==> src/d2i_pkg.sv <==
// Package with shared types, constants and codes of the double to int32 converter.
package d2i_pkg;

    localparam int unsigned DataWidth = 64;
    localparam int unsigned FracBits  = 52;
    localparam int unsigned ExpBits   = 11;
    localparam logic [10:0] ExpMax    = 11'h7FF;
    localparam logic [10:0] Bias      = 11'd1023;

    typedef enum logic [1:0] {
        OP_TO_INT32  = 2'd0,
        OP_TO_UINT16 = 2'd1,
        OP_TRUNC     = 2'd2,
        OP_TO_BOOL   = 2'd3
    } op_t;

endpackage

==> src/d2i_in_if.sv <==
// Channel interfaces for operand and result transactions.
interface d2i_in_if;
    logic        valid;
    logic        ready;
    logic [1:0]  op;
    logic [63:0] operand_bits;

    modport source (output valid, output op, output operand_bits, input ready);
    modport sink   (input valid, input op, input operand_bits, output ready);
endinterface

interface d2i_out_if;
    logic        valid;
    logic        ready;
    logic [63:0] result_bits;

    modport source (output valid, output result_bits, input ready);
    modport sink   (input valid, input result_bits, output ready);
endinterface

==> src/d2i_convert.sv <==
// Combinational conversion of one binary64 operand according to the op code.
module d2i_convert (
    input  logic [1:0]  op,
    input  logic [63:0] operand_bits,
    output logic [63:0] result_bits
);

    logic [10:0] expo;
    logic [52:0] sig;
    logic        is_max;
    logic        frac_nz;
    logic [31:0] mag;
    logic [31:0] int_res;
    logic [63:0] trunc_res;
    logic [5:0]  rsh;
    logic [5:0]  lsh;
    logic [63:0] keep_mask;
    logic [11:0] diff;

    always_comb
    begin
        expo    = operand_bits[62:52];
        sig     = {1'b1, operand_bits[51:0]};
        is_max  = (expo == d2i_pkg::ExpMax);
        frac_nz = (operand_bits[51:0] != 52'd0);
        // Signed distance of the exponent from the point where the significand is integral.
        diff    = {1'b0, expo} - 12'd1075;
        rsh     = 6'(12'd0 - diff);
        lsh     = diff[5:0];
        mag     = 32'd0;
        if (!is_max && expo >= d2i_pkg::Bias)
        begin
            if (!diff[11])
            begin
                if (diff < 12'd32)
                    mag = 32'({11'd0, sig} << lsh);
            end
            else
            begin
                mag = 32'(sig >> rsh);
            end
        end
        int_res = operand_bits[63] ? (32'd0 - mag) : mag;

        keep_mask = ~((64'd1 << rsh) - 64'd1);
        if (is_max)
            trunc_res = frac_nz ? 64'd0 : operand_bits;
        else if (expo < d2i_pkg::Bias)
            trunc_res = {operand_bits[63], 63'd0};
        else if (!diff[11])
            trunc_res = operand_bits;
        else
            trunc_res = operand_bits & keep_mask;

        case (d2i_pkg::op_t'(op))
            d2i_pkg::OP_TO_INT32:  result_bits = {32'd0, int_res};
            d2i_pkg::OP_TO_UINT16: result_bits = {48'd0, int_res[15:0]};
            d2i_pkg::OP_TRUNC:     result_bits = trunc_res;
            d2i_pkg::OP_TO_BOOL:
                result_bits = {63'd0, !(is_max && frac_nz) && (operand_bits[62:0] != 63'd0)};
            default:               result_bits = 64'd0;
        endcase
    end

endmodule

==> src/double_to_int32_converter_top.sv <==
// Top level of the double to int32 converter: input register, conversion, result register.
//
// Usage: an operand transaction (op, operand_bits) enters on the in channel and one
// result transaction (result_bits) leaves on the out channel for each operand.
// From acceptance to a valid result, the operand is captured in an input register,
// converted by one pass of exponent decode and significand shift, and captured
// in the result register. Throughput is one transaction per cycle; the two register
// stages form a pipeline that advances whenever the result register is empty or
// being taken.
// When the receiver stalls, the result register holds its value and the input
// register fills; ready then drops until the receiver takes the result.
// Reset clears both valid flags; nothing is in flight after reset, and ready is
// high in the first cycle after reset.
module double_to_int32_converter_top (
    input  logic      clk,
    input  logic      rst_n,
    d2i_in_if.sink    in_ch,
    d2i_out_if.source out_ch
);

    logic        s1_valid_reg;
    logic [1:0]  s1_op_reg;
    logic [63:0] s1_bits_reg;
    logic        out_valid_reg;
    logic [63:0] out_bits_reg;
    logic [63:0] conv_bits;
    logic        out_adv;
    logic        s1_adv;

    assign out_adv     = !out_valid_reg || out_ch.ready;
    assign s1_adv      = !s1_valid_reg || out_adv;
    assign in_ch.ready = s1_adv;

    d2i_convert u_conv (
        .op          (s1_op_reg),
        .operand_bits(s1_bits_reg),
        .result_bits (conv_bits)
    );

    always_ff @(posedge clk or negedge rst_n)
    begin
        if (!rst_n)
        begin
            s1_valid_reg  <= 1'b0;
            out_valid_reg <= 1'b0;
        end
        else
        begin
            if (s1_adv)
                s1_valid_reg <= in_ch.valid;
            if (out_adv)
                out_valid_reg <= s1_valid_reg;
        end
    end

    always_ff @(posedge clk)
    begin
        if (s1_adv && in_ch.valid)
        begin
            s1_op_reg   <= in_ch.op;
            s1_bits_reg <= in_ch.operand_bits;
        end
        if (out_adv && s1_valid_reg)
            out_bits_reg <= conv_bits;
    end

    assign out_ch.valid       = out_valid_reg;
    assign out_ch.result_bits = out_bits_reg;

    // A stalled result must hold.
    assert property (@(posedge clk) disable iff (!rst_n)
        out_valid_reg && !out_ch.ready |=> out_valid_reg && $stable(out_bits_reg))
        else $error("result changed under stall");
    // An accepted operand is held in the input register in the next cycle.
    assert property (@(posedge clk) disable iff (!rst_n)
        in_ch.valid && in_ch.ready && out_adv |=> s1_valid_reg)
        else $error("accepted operand lost");
    // Ready only drops when both stages are full.
    assert property (@(posedge clk) disable iff (!rst_n)
        !in_ch.ready |-> s1_valid_reg && out_valid_reg)
        else $error("ready dropped with free space");

endmodule
==> src/flat_wrapper.sv <==
// flat-port wrapper written by rule: the top's interface ports become plain ports
module double_to_int32_converter_top_flat 
  (clk, rst_n, in_ch_valid, in_ch_op, in_ch_operand_bits, in_ch_ready, out_ch_valid, out_ch_result_bits, out_ch_ready);
  d2i_in_if in_ch_i ();
  d2i_out_if out_ch_i ();
  input  logic clk;
  input  logic rst_n;
  input wire logic [$bits(in_ch_i.valid)-1:0] in_ch_valid;
  input wire logic [$bits(in_ch_i.op)-1:0] in_ch_op;
  input wire logic [$bits(in_ch_i.operand_bits)-1:0] in_ch_operand_bits;
  output wire logic [$bits(in_ch_i.ready)-1:0] in_ch_ready;
  output wire logic [$bits(out_ch_i.valid)-1:0] out_ch_valid;
  output wire logic [$bits(out_ch_i.result_bits)-1:0] out_ch_result_bits;
  input wire logic [$bits(out_ch_i.ready)-1:0] out_ch_ready;
  assign in_ch_i.valid = in_ch_valid;
  assign in_ch_i.op = in_ch_op;
  assign in_ch_i.operand_bits = in_ch_operand_bits;
  assign in_ch_ready = in_ch_i.ready;
  assign out_ch_valid = out_ch_i.valid;
  assign out_ch_result_bits = out_ch_i.result_bits;
  assign out_ch_i.ready = out_ch_ready;
  double_to_int32_converter_top u_core (.clk(clk), .rst_n(rst_n), .in_ch(in_ch_i), .out_ch(out_ch_i));
endmodule
==> config.mk <==
export PLATFORM = sky130hd
export DESIGN_NAME = double_to_int32_converter_top_flat
export DESIGN_NICKNAME = d
export VERILOG_FILES = /design/src/d2i_pkg.sv /design/src/d2i_in_if.sv /design/src/d2i_convert.sv /design/src/double_to_int32_converter_top.sv /design/src/flat_wrapper.sv
export SDC_FILE = /design/constraint.sdc
export NUM_CORES = 1
export LEC_CHECK = 0
export BUFFER_PORTS_ARGS = -buffer_cell sky130_fd_sc_hd__clkbuf_2
export CORE_ASPECT_RATIO = 0.9
export CORE_MARGIN = 8
export CORE_UTILIZATION = 45
export CTS_CLUSTER_SIZE = 12
export DETAILED_ROUTE_END_ITERATION = 8
export PLACE_DENSITY = 0.73
export SETUP_SLACK_MARGIN = 0.3
export SYNTH_ARGS = -nofsm -noshare
export SYNTH_HDL_FRONTEND = slang
export SYNTH_HIERARCHICAL = 1
export SYNTH_SLANG_ARGS = --single-unit
export TNS_END_PERCENT = 20
==> constraint.sdc <==
create_clock -name clk -period 6.2 [get_ports clk]
set_input_delay 0.93 -clock clk [delete_from_list [all_inputs] [get_ports clk]]
set_output_delay 0.93 -clock clk [all_outputs]
set_load 0.02 [all_outputs]
Yosys cells after proc, flatten, opt, wreduce, memory -nomap -nowiden
Cells that the tools add are included.
Widths: inputs -> output; s select.
{ "word_totals": {"ff_bits": 132, "in_bits": 70, "out_inout_bits": 66, "wordCells": 44} }
{ "classes": {"addsub": 4, "magnitude_cmp": 3, "eq_ne": 4, "shifts": 3, "n_mux": 9, "bitwise": 2, "n_reduce_logical": 14} }
{ "ops": {"columns": ["operator", "n"], "rows": [
  ["$mux 64", 4],
  ["$pmux 64 s4", 1],
  ["$mux 32", 4],
  ["$and 64x64->64", 1],
  ["$not 64->64", 1],
  ["$shl 1x6->64 const A", 1],
  ["$sub 64x1->64 const B", 1],
  ["$reduce_bool 63->1", 1],
  ["$shl 53x6->32", 1],
  ["$shr 53x6->32", 1],
  ["$reduce_bool 52->1", 1],
  ["$sub 1x32->32 const A", 1],
  ["$lt 12x6->1 const B", 1],
  ["$sub 11x11->12 const B", 1],
  ["$eq 11x11->1 const B", 1],
  ["$ge 11x10->1 const B", 1],
  ["$lt 11x10->1 const B", 1],
  ["$sub 1x6->6 const A", 1],
  ["$logic_and 1x1->1", 5],
  ["$eq 2x2->1 const B", 2],
  ["$logic_not 1->1", 4],
  ["$eq 2x1->1 const B", 1],
  ["$logic_not 2->1", 1],
  ["$logic_or 1x1->1", 2]
]} }

Longest topological paths before layout
{ "logic_depth": {"ltp_word": 10, "depth_mapped": 28, "ltp_nobuf": 15} }

Hierarchy
The synthesis kept the hierarchy.
{ "by_module_without_submodules": {"columns": ["mod", "instances", "cells_per_inst", "area_per_inst_um2", "seq_area_each_um2"], "rows": [
  ["d2i_convert", 1, 1385, 9497.9, 0.0],
  ["double_to_int32_converter_top", 1, 138, 4007.6, 3953.8]
]} }

Least setup slack after synthesis
Ideal clock, no wire load.
{ "synth_path": {"path_kind": "register -> register", "startpoint": "register u_core.s1_bits_reg[52]", "endpoint": "register u_core.out_bits_reg[58] (netlist: u_core/out_ch.result_bits[58]), data pin", "setup_time_ns": 0.255, "t_arrival_ns": 5.692, "required_ns": 5.945, "slack_ns": 0.253, "stages_incl_launch_ff": 28, "path_buffers": 13, "synth_period_minus_slack_ns": 5.947, "cell_sequence": "edfxtp_1 buf_6 buf_2 inv_1 buf_2 buf_1 clkbuf_1 ha_1 buf_6 buf_12 buf_8 buf_6 buf_6 buf_6 buf_4 a21oi_1 o221a_2 a211oi_1 or2_2 clkbuf_1 nand3_1 ha_1 nand4_1 or2_2 nor3_1 and3_1 o21ai_0 and3_1"} }
{ "synth_between": {"elab_chain_cells": 10, "word_cells_on_any_way": 12, "cone_classes": "add/sub (3); order compare (1); eq/ne (1); shift (1); mux (4); bitwise (2)"} }
{ "synth_lines": {"columns": ["element", "line_no", "source"], "rows": [
  ["start, declared", "double_to_int32_converter_top.sv:23", "logic [63:0] s1_bits_reg;"],
  ["start signal, assigned", "double_to_int32_converter_top.sv:61", "s1_bits_reg <= in_ch.operand_bits;"],
  ["$sub 11x11->12", "d2i_convert.sv:27", "diff = {1'b0, expo} - 12'd1075;"],
  ["$sub 1x6->6", "d2i_convert.sv:28", "rsh = 6'(12'd0 - diff);"],
  ["$shl 1x6->64", "d2i_convert.sv:45", "keep_mask = ~((64'd1 << rsh) - 64'd1);"],
  ["$sub 64x1->64", "d2i_convert.sv:45", null],
  ["$not 64->64", "d2i_convert.sv:45", null],
  ["$and 64x64->64", "d2i_convert.sv:53", "trunc_res = operand_bits & keep_mask;"],
  ["$mux 64", "d2i_convert.sv:50", "else if (!diff[11])"],
  ["$mux 64", "d2i_convert.sv:48", "else if (expo < d2i_pkg::Bias)"],
  ["$mux 64 (*)", "d2i_convert.sv:46", "if (is_max)"],
  ["$pmux 64 s4 (*)", "d2i_convert.sv:55", "case (d2i_pkg::op_t'(op))"],
  ["via u_core.conv_bits[58]", "double_to_int32_converter_top.sv:26", "logic [63:0] conv_bits;"],
  ["end signal, assigned", "double_to_int32_converter_top.sv:64", "out_bits_reg <= conv_bits;"],
  ["end, declared", "double_to_int32_converter_top.sv:25", "logic [63:0] out_bits_reg;"]
]} }
The timed path passes the listed nets; every way through them passes the cells marked *.
A chain may end at the register's enable or synchronous reset.

Final worst setup path
{ "layout_path": {"startpoint": "register u_core.s1_bits_reg[52]", "endpoint": "register u_core.out_bits_reg[62] (netlist: u_core/out_ch.result_bits[62]), data pin"} }
Same word-level chain as after synthesis.

==> flow_summary.html <==
<table>
<tr><th>Metric</th><th>Value</th></tr>
<tr><th colspan="2">Timing</th></tr>
<tr><td>Total count of max-transition violations in the final report</td><td>0</td></tr>
<tr><td>Worst Max-Slew Pin Slew</td><td>1090 ps</td></tr>
<tr><td>Worst setup skew after layout</td><td>21.4 ps</td></tr>
<tr><td>RSZ-0062 raised after global routing</td><td>false</td></tr>
<tr><td>Share of the clock period used by the worst path after layout</td><td>89.7%</td></tr>
<tr><td>Worst slew margin</td><td>25.2%</td></tr>
<tr><td>Final hold vios</td><td>0</td></tr>
<tr><td>Finish-stage setup viols</td><td>0</td></tr>
<tr><td>Tmin final</td><td>5560 ps</td></tr>
<tr><td>Setup tns final</td><td>0 ps</td></tr>
<tr><td>Timing-limited maximum frequency</td><td>0.180 GHz</td></tr>
<tr><th colspan="2">Cells and area</th></tr>
<tr><td>Area overhead of the layout relative to synthesis</td><td>13.6%</td></tr>
<tr><td>Proportion of layout cells with a drive suffix above 1</td><td>23.6%</td></tr>
<tr><td>Filler instances</td><td>2782</td></tr>
<tr><td>Commonest cells after routing, fill and taps aside</td><td>nand2_1, clkbuf_2, edfxtp_1, nor2_1, o21ai_0</td></tr>
<tr><td>Leading cell type in the layout, fill and taps excluded</td><td>nand2_1</td></tr>
<tr><td>Count of nets after finishing</td><td>1723</td></tr>
<tr><th colspan="2">Place</th></tr>
<tr><td>Total of buffers placed on input and output ports</td><td>135</td></tr>
<tr><td>Total half-perimeter wirelength after legalization and detailed placement</td><td>51900 um</td></tr>
<tr><td>Weighted congestion at the end of routability-driven global placement</td><td>1.09</td></tr>
<tr><th colspan="2">Die</th></tr>
<tr><td>Width of the die</td><td>199 um</td></tr>
<tr><td>Die Height</td><td>180 um</td></tr>
<tr><td>Placeable core region</td><td>29700 um2</td></tr>
<tr><td>Total I/O pin count</td><td>136</td></tr>
<tr><td>Std-Cell Rows</td><td>60</td></tr>
<tr><td>Initial standard-cell utilization of the core</td><td>45.4%</td></tr>
<tr><td>Total Die Area</td><td>35800 um2</td></tr>
<tr><th colspan="2">Global route</th></tr>
<tr><td>Aggregate global routing overflow</td><td>0</td></tr>
<tr><td>Vias in the first global route</td><td>13700</td></tr>
<tr><td>Global routing met1 resource utilization</td><td>50.4%</td></tr>
<tr><td>Global-route wire length before repair</td><td>95900 um</td></tr>
<tr><td>Met2 global-route usage</td><td>51.7%</td></tr>
<tr><td>Pin count of the biggest net entering global routing</td><td>67</td></tr>
<tr><td>Initial antenna violation count</td><td>4</td></tr>
<tr><td>Routing usage on met3</td><td>11.5%</td></tr>
<tr><td>Tot GR Track Use</td><td>36.4%</td></tr>
<tr><td>Global route hottest layer</td><td>met2</td></tr>
<tr><th colspan="2">Routing</th></tr>
<tr><td>Antenna Violating Nets Remaining</td><td>0</td></tr>
<tr><td>Post-detailed-route DRC marker count</td><td>0</td></tr>
<tr><td>Number of detailed-route iterations in the first pass</td><td>6</td></tr>
<tr><td>Iteration-0 DRC Markers</td><td>2881</td></tr>
<tr><td>Total length of routed wires</td><td>67300 um</td></tr>
<tr><td>Via density per instance</td><td>7.24</td></tr>
<tr><td>Routed wire per std cell</td><td>32.6 um</td></tr>
<tr><td>Via count</td><td>14900</td></tr>
<tr><th colspan="2">Clock network</th></tr>
<tr><td>Number of buffers inserted during clock tree synthesis</td><td>17</td></tr>
<tr><td>CTS clock-pin slew for the worst setup and hold paths</td><td>70 ps</td></tr>
<tr><td>TritonCTS clock tree</td><td>built</td></tr>
<tr><td>Max Root-Sink Buffers</td><td>2</td></tr>
<tr><td>CTS sink cnt</td><td>132</td></tr>
<tr><td>Max H-tree Level</td><td>4</td></tr>
<tr><td>Latest clock arrival within the worst-skew pair</td><td>450 ps</td></tr>
<tr><td>Cell at the root of the clock tree</td><td>clkbuf_16</td></tr>
<tr><th colspan="2">Worst setup path</th></tr>
<tr><td>R2R Path End</td><td>u_core/out_ch.result_bits[62]</td></tr>
<tr><td>Worst EP required</td><td>6490 ps</td></tr>
<tr><td>Depth of the worst register-to-register path</td><td>14</td></tr>
<tr><td>CP Launch Type</td><td>register</td></tr>
<tr><td>Series of cell instances along the critical path</td><td>buf_4 &gt; a211oi_2 &gt; nor3_1 &gt; nor2_1 &gt; a211oi_1 &gt; or2_2 &gt; nand2_1 &gt; ha_1 &gt; nand4_1 &gt; or2_2 &gt; nor3_1 &gt; a211oi_1 &gt; a31oi_1 &gt; o2111a_1</td></tr>
<tr><td>WP data arrival</td><td>5850 ps</td></tr>
<tr><td>CP peak stage delay</td><td>640 ps</td></tr>
<tr><td>Startpoint of the most critical register-to-register path</td><td>u_core/s1_bits_reg[52]</td></tr>
<tr><td>Classification of the worst setup path</td><td>register to register</td></tr>
<tr><td>Standard cell with the maximum stage delay on the critical path</td><td>nor2_1</td></tr>
<tr><td>Highest net fanout along the worst path</td><td>19</td></tr>
<tr><td>CP Capture Type</td><td>register</td></tr>
<tr><td>Reg2Reg Setup Slack</td><td>640 ps</td></tr>
<tr><th colspan="2">Power</th></tr>
<tr><td>Pleak</td><td>0.00588 uW</td></tr>
<tr><td>Total power</td><td>3880 uW</td></tr>
<tr><td>Worst vdd ir</td><td>0.185 mV</td></tr>
<tr><td>Pwr Density</td><td>253 nW/um2</td></tr>
<tr><th colspan="2">Logic synthesis</th></tr>
<tr><td>Area of the mapped netlist</td><td>13500 um2</td></tr>
<tr><td>Dominant synthesized flop cell</td><td>edfxtp_1</td></tr>
<tr><td>Number of unique standard cell types used by synthesis</td><td>97</td></tr>
<tr><td>Yosys synthesis warning count</td><td>6</td></tr>
<tr><td>Post-Synthesis Net Count</td><td>1603</td></tr>
<tr><td>Avg Inst Size Synth</td><td>8.87 um2</td></tr>
<tr><td>Post-synth EDFFs</td><td>130</td></tr>
<tr><td>Async set-or-reset flop fraction in the synthesized netlist</td><td>1.52%</td></tr>
<tr><td>Post-synthesis sequential element count</td><td>132</td></tr>
<tr><td>Post-Syn Instances</td><td>1523</td></tr>
<tr><td>Part of the Yosys area used for sequential elements</td><td>29.3%</td></tr>
<tr><th colspan="2">Run status</th></tr>
<tr><td>Result of the run</td><td>finished, final reports clean</td></tr>
<tr><th colspan="2">Flow run</th></tr>
<tr><td>Count of max-cap constraint violations</td><td>0</td></tr>
<tr><th colspan="2">Min path</th></tr>
<tr><td>Classification of the worst-slack hold path</td><td>input port to asynchronous set/reset pin</td></tr>
</table>
## routing by layer
metal,share of wire (%),vias to the layer above
li1,-,6164
met1,40,7122
met2,41,1402
met3,15,226
met4,4.7,6
met5,0.059,-
## synthesized netlist by cell type (13+ instances only)
cell type	instances	area (um2)
nor2b_1	13	81.3
o31ai_1	19	143
nand3_1	44	220
clkbuf_1	70	263
mux2_2	65	732
o21ai_0	110	551
inv_1	15	56.3
a22oi_1	21	158
xnor2_1	31	272
buf_6	13	146
mux4_2	31	698
nand4_1	17	106
a21oi_1	92	460
edfxtp_1	130	3900
buf_4	13	97.6
a211oi_1	19	143
nor3_1	25	125
buf_2	15	75.1
mux2i_1	97	971
a31oi_1	24	150
nand2b_1	14	87.6
nor2_1	119	447
xor2_1	20	175
o22ai_1	24	150
nor4_1	24	150
o211ai_1	36	270
nand2_1	186	698
## worst max-delay path by stage
| stage | start | end | depth (start not counted) |
|---|---|---|---|
| detailed placement | u_core/s1_bits_reg[55] | u_core/out_ch.result_bits[31] | 13 |
| global route | u_core/s1_bits_reg[52] | u_core/out_ch.result_bits[62] | 14 |
| global placement | u_core/s1_bits_reg[55] | u_core/out_ch.result_bits[31] | 13 |
| finish | u_core/s1_bits_reg[52] | u_core/out_ch.result_bits[62] | 14 |
| CTS | u_core/s1_bits_reg[55] | u_core/out_ch.result_bits[31] | 13 |
| floorplan | u_core/s1_bits_reg[52] | u_core/out_ch.result_bits[58] | 27 |
## cell families after synthesis
logic type | after synthesis | share of synthesized area [%]
multiplexers | 199 | 18.8
adder cells (fa/ha/maj) | 10 | 0.926
AND/OR/NAND/NOR | 499 | 17.3
buffers and inverters | 141 | 5.37
XOR/XNOR | 55 | 3.87
flip-flops | 132 | 29.3
AO/OA/AOI/OAI | 487 | 24.4
## what timing repair did
action / in CTS / in global routing
setup endpoints to repair: 0 / 1
hold buffers: 0 / 0
setup buffers: 0 / 5
gates resized for setup: 0 / 2
## power by group
part	internal, uW	switching [uW]
clock network	531	472
registers	1070	102
logic	586	1120
total	2180	1700
## metrics by stage
| step | std cells | worst slack [ps] | area [um2] | hold slack (ps) | utilization, % |
|---|---|---|---|---|---|
| global route | 2059 | 438 | 15300 | 249 | 51.6 |
| floorplan | 1523 | 387 | 13500 | 511 | - |
| global placement | 2022 | 750 | 14700 | 532 | 49.5 |
| finish | 2062 | 641 | 15300 | 263 | 51.6 |
| CTS | 2054 | 626 | 15300 | 249 | 51.4 |
| detailed placement | 2022 | 639 | 14700 | 543 | 49.5 |
## worst max-delay path, delay by kind of cell, from the launching register on
kind | cells | cell delay, ps
flops | 1 | 430
fa+ha+maj | 1 | 240
compound gates | 5 | 1630
buf+inv | 1 | 230
simple gates | 7 | 2860
## area by class of cell
type                    instances  area, um2  share of cell area, %
diodes                          3       7.51                 0.0489
clock buffers                  17        425                   2.77
clock inverters                15        139                  0.905
inverters                      17       66.3                  0.432
multi-input cells            1250       8880                   57.9
flip-flops and latches        132       3950                   25.8
well taps                     403        504                   3.29
repair buffers                225       1360                   8.89
Power figures use the tool's default switching activity.
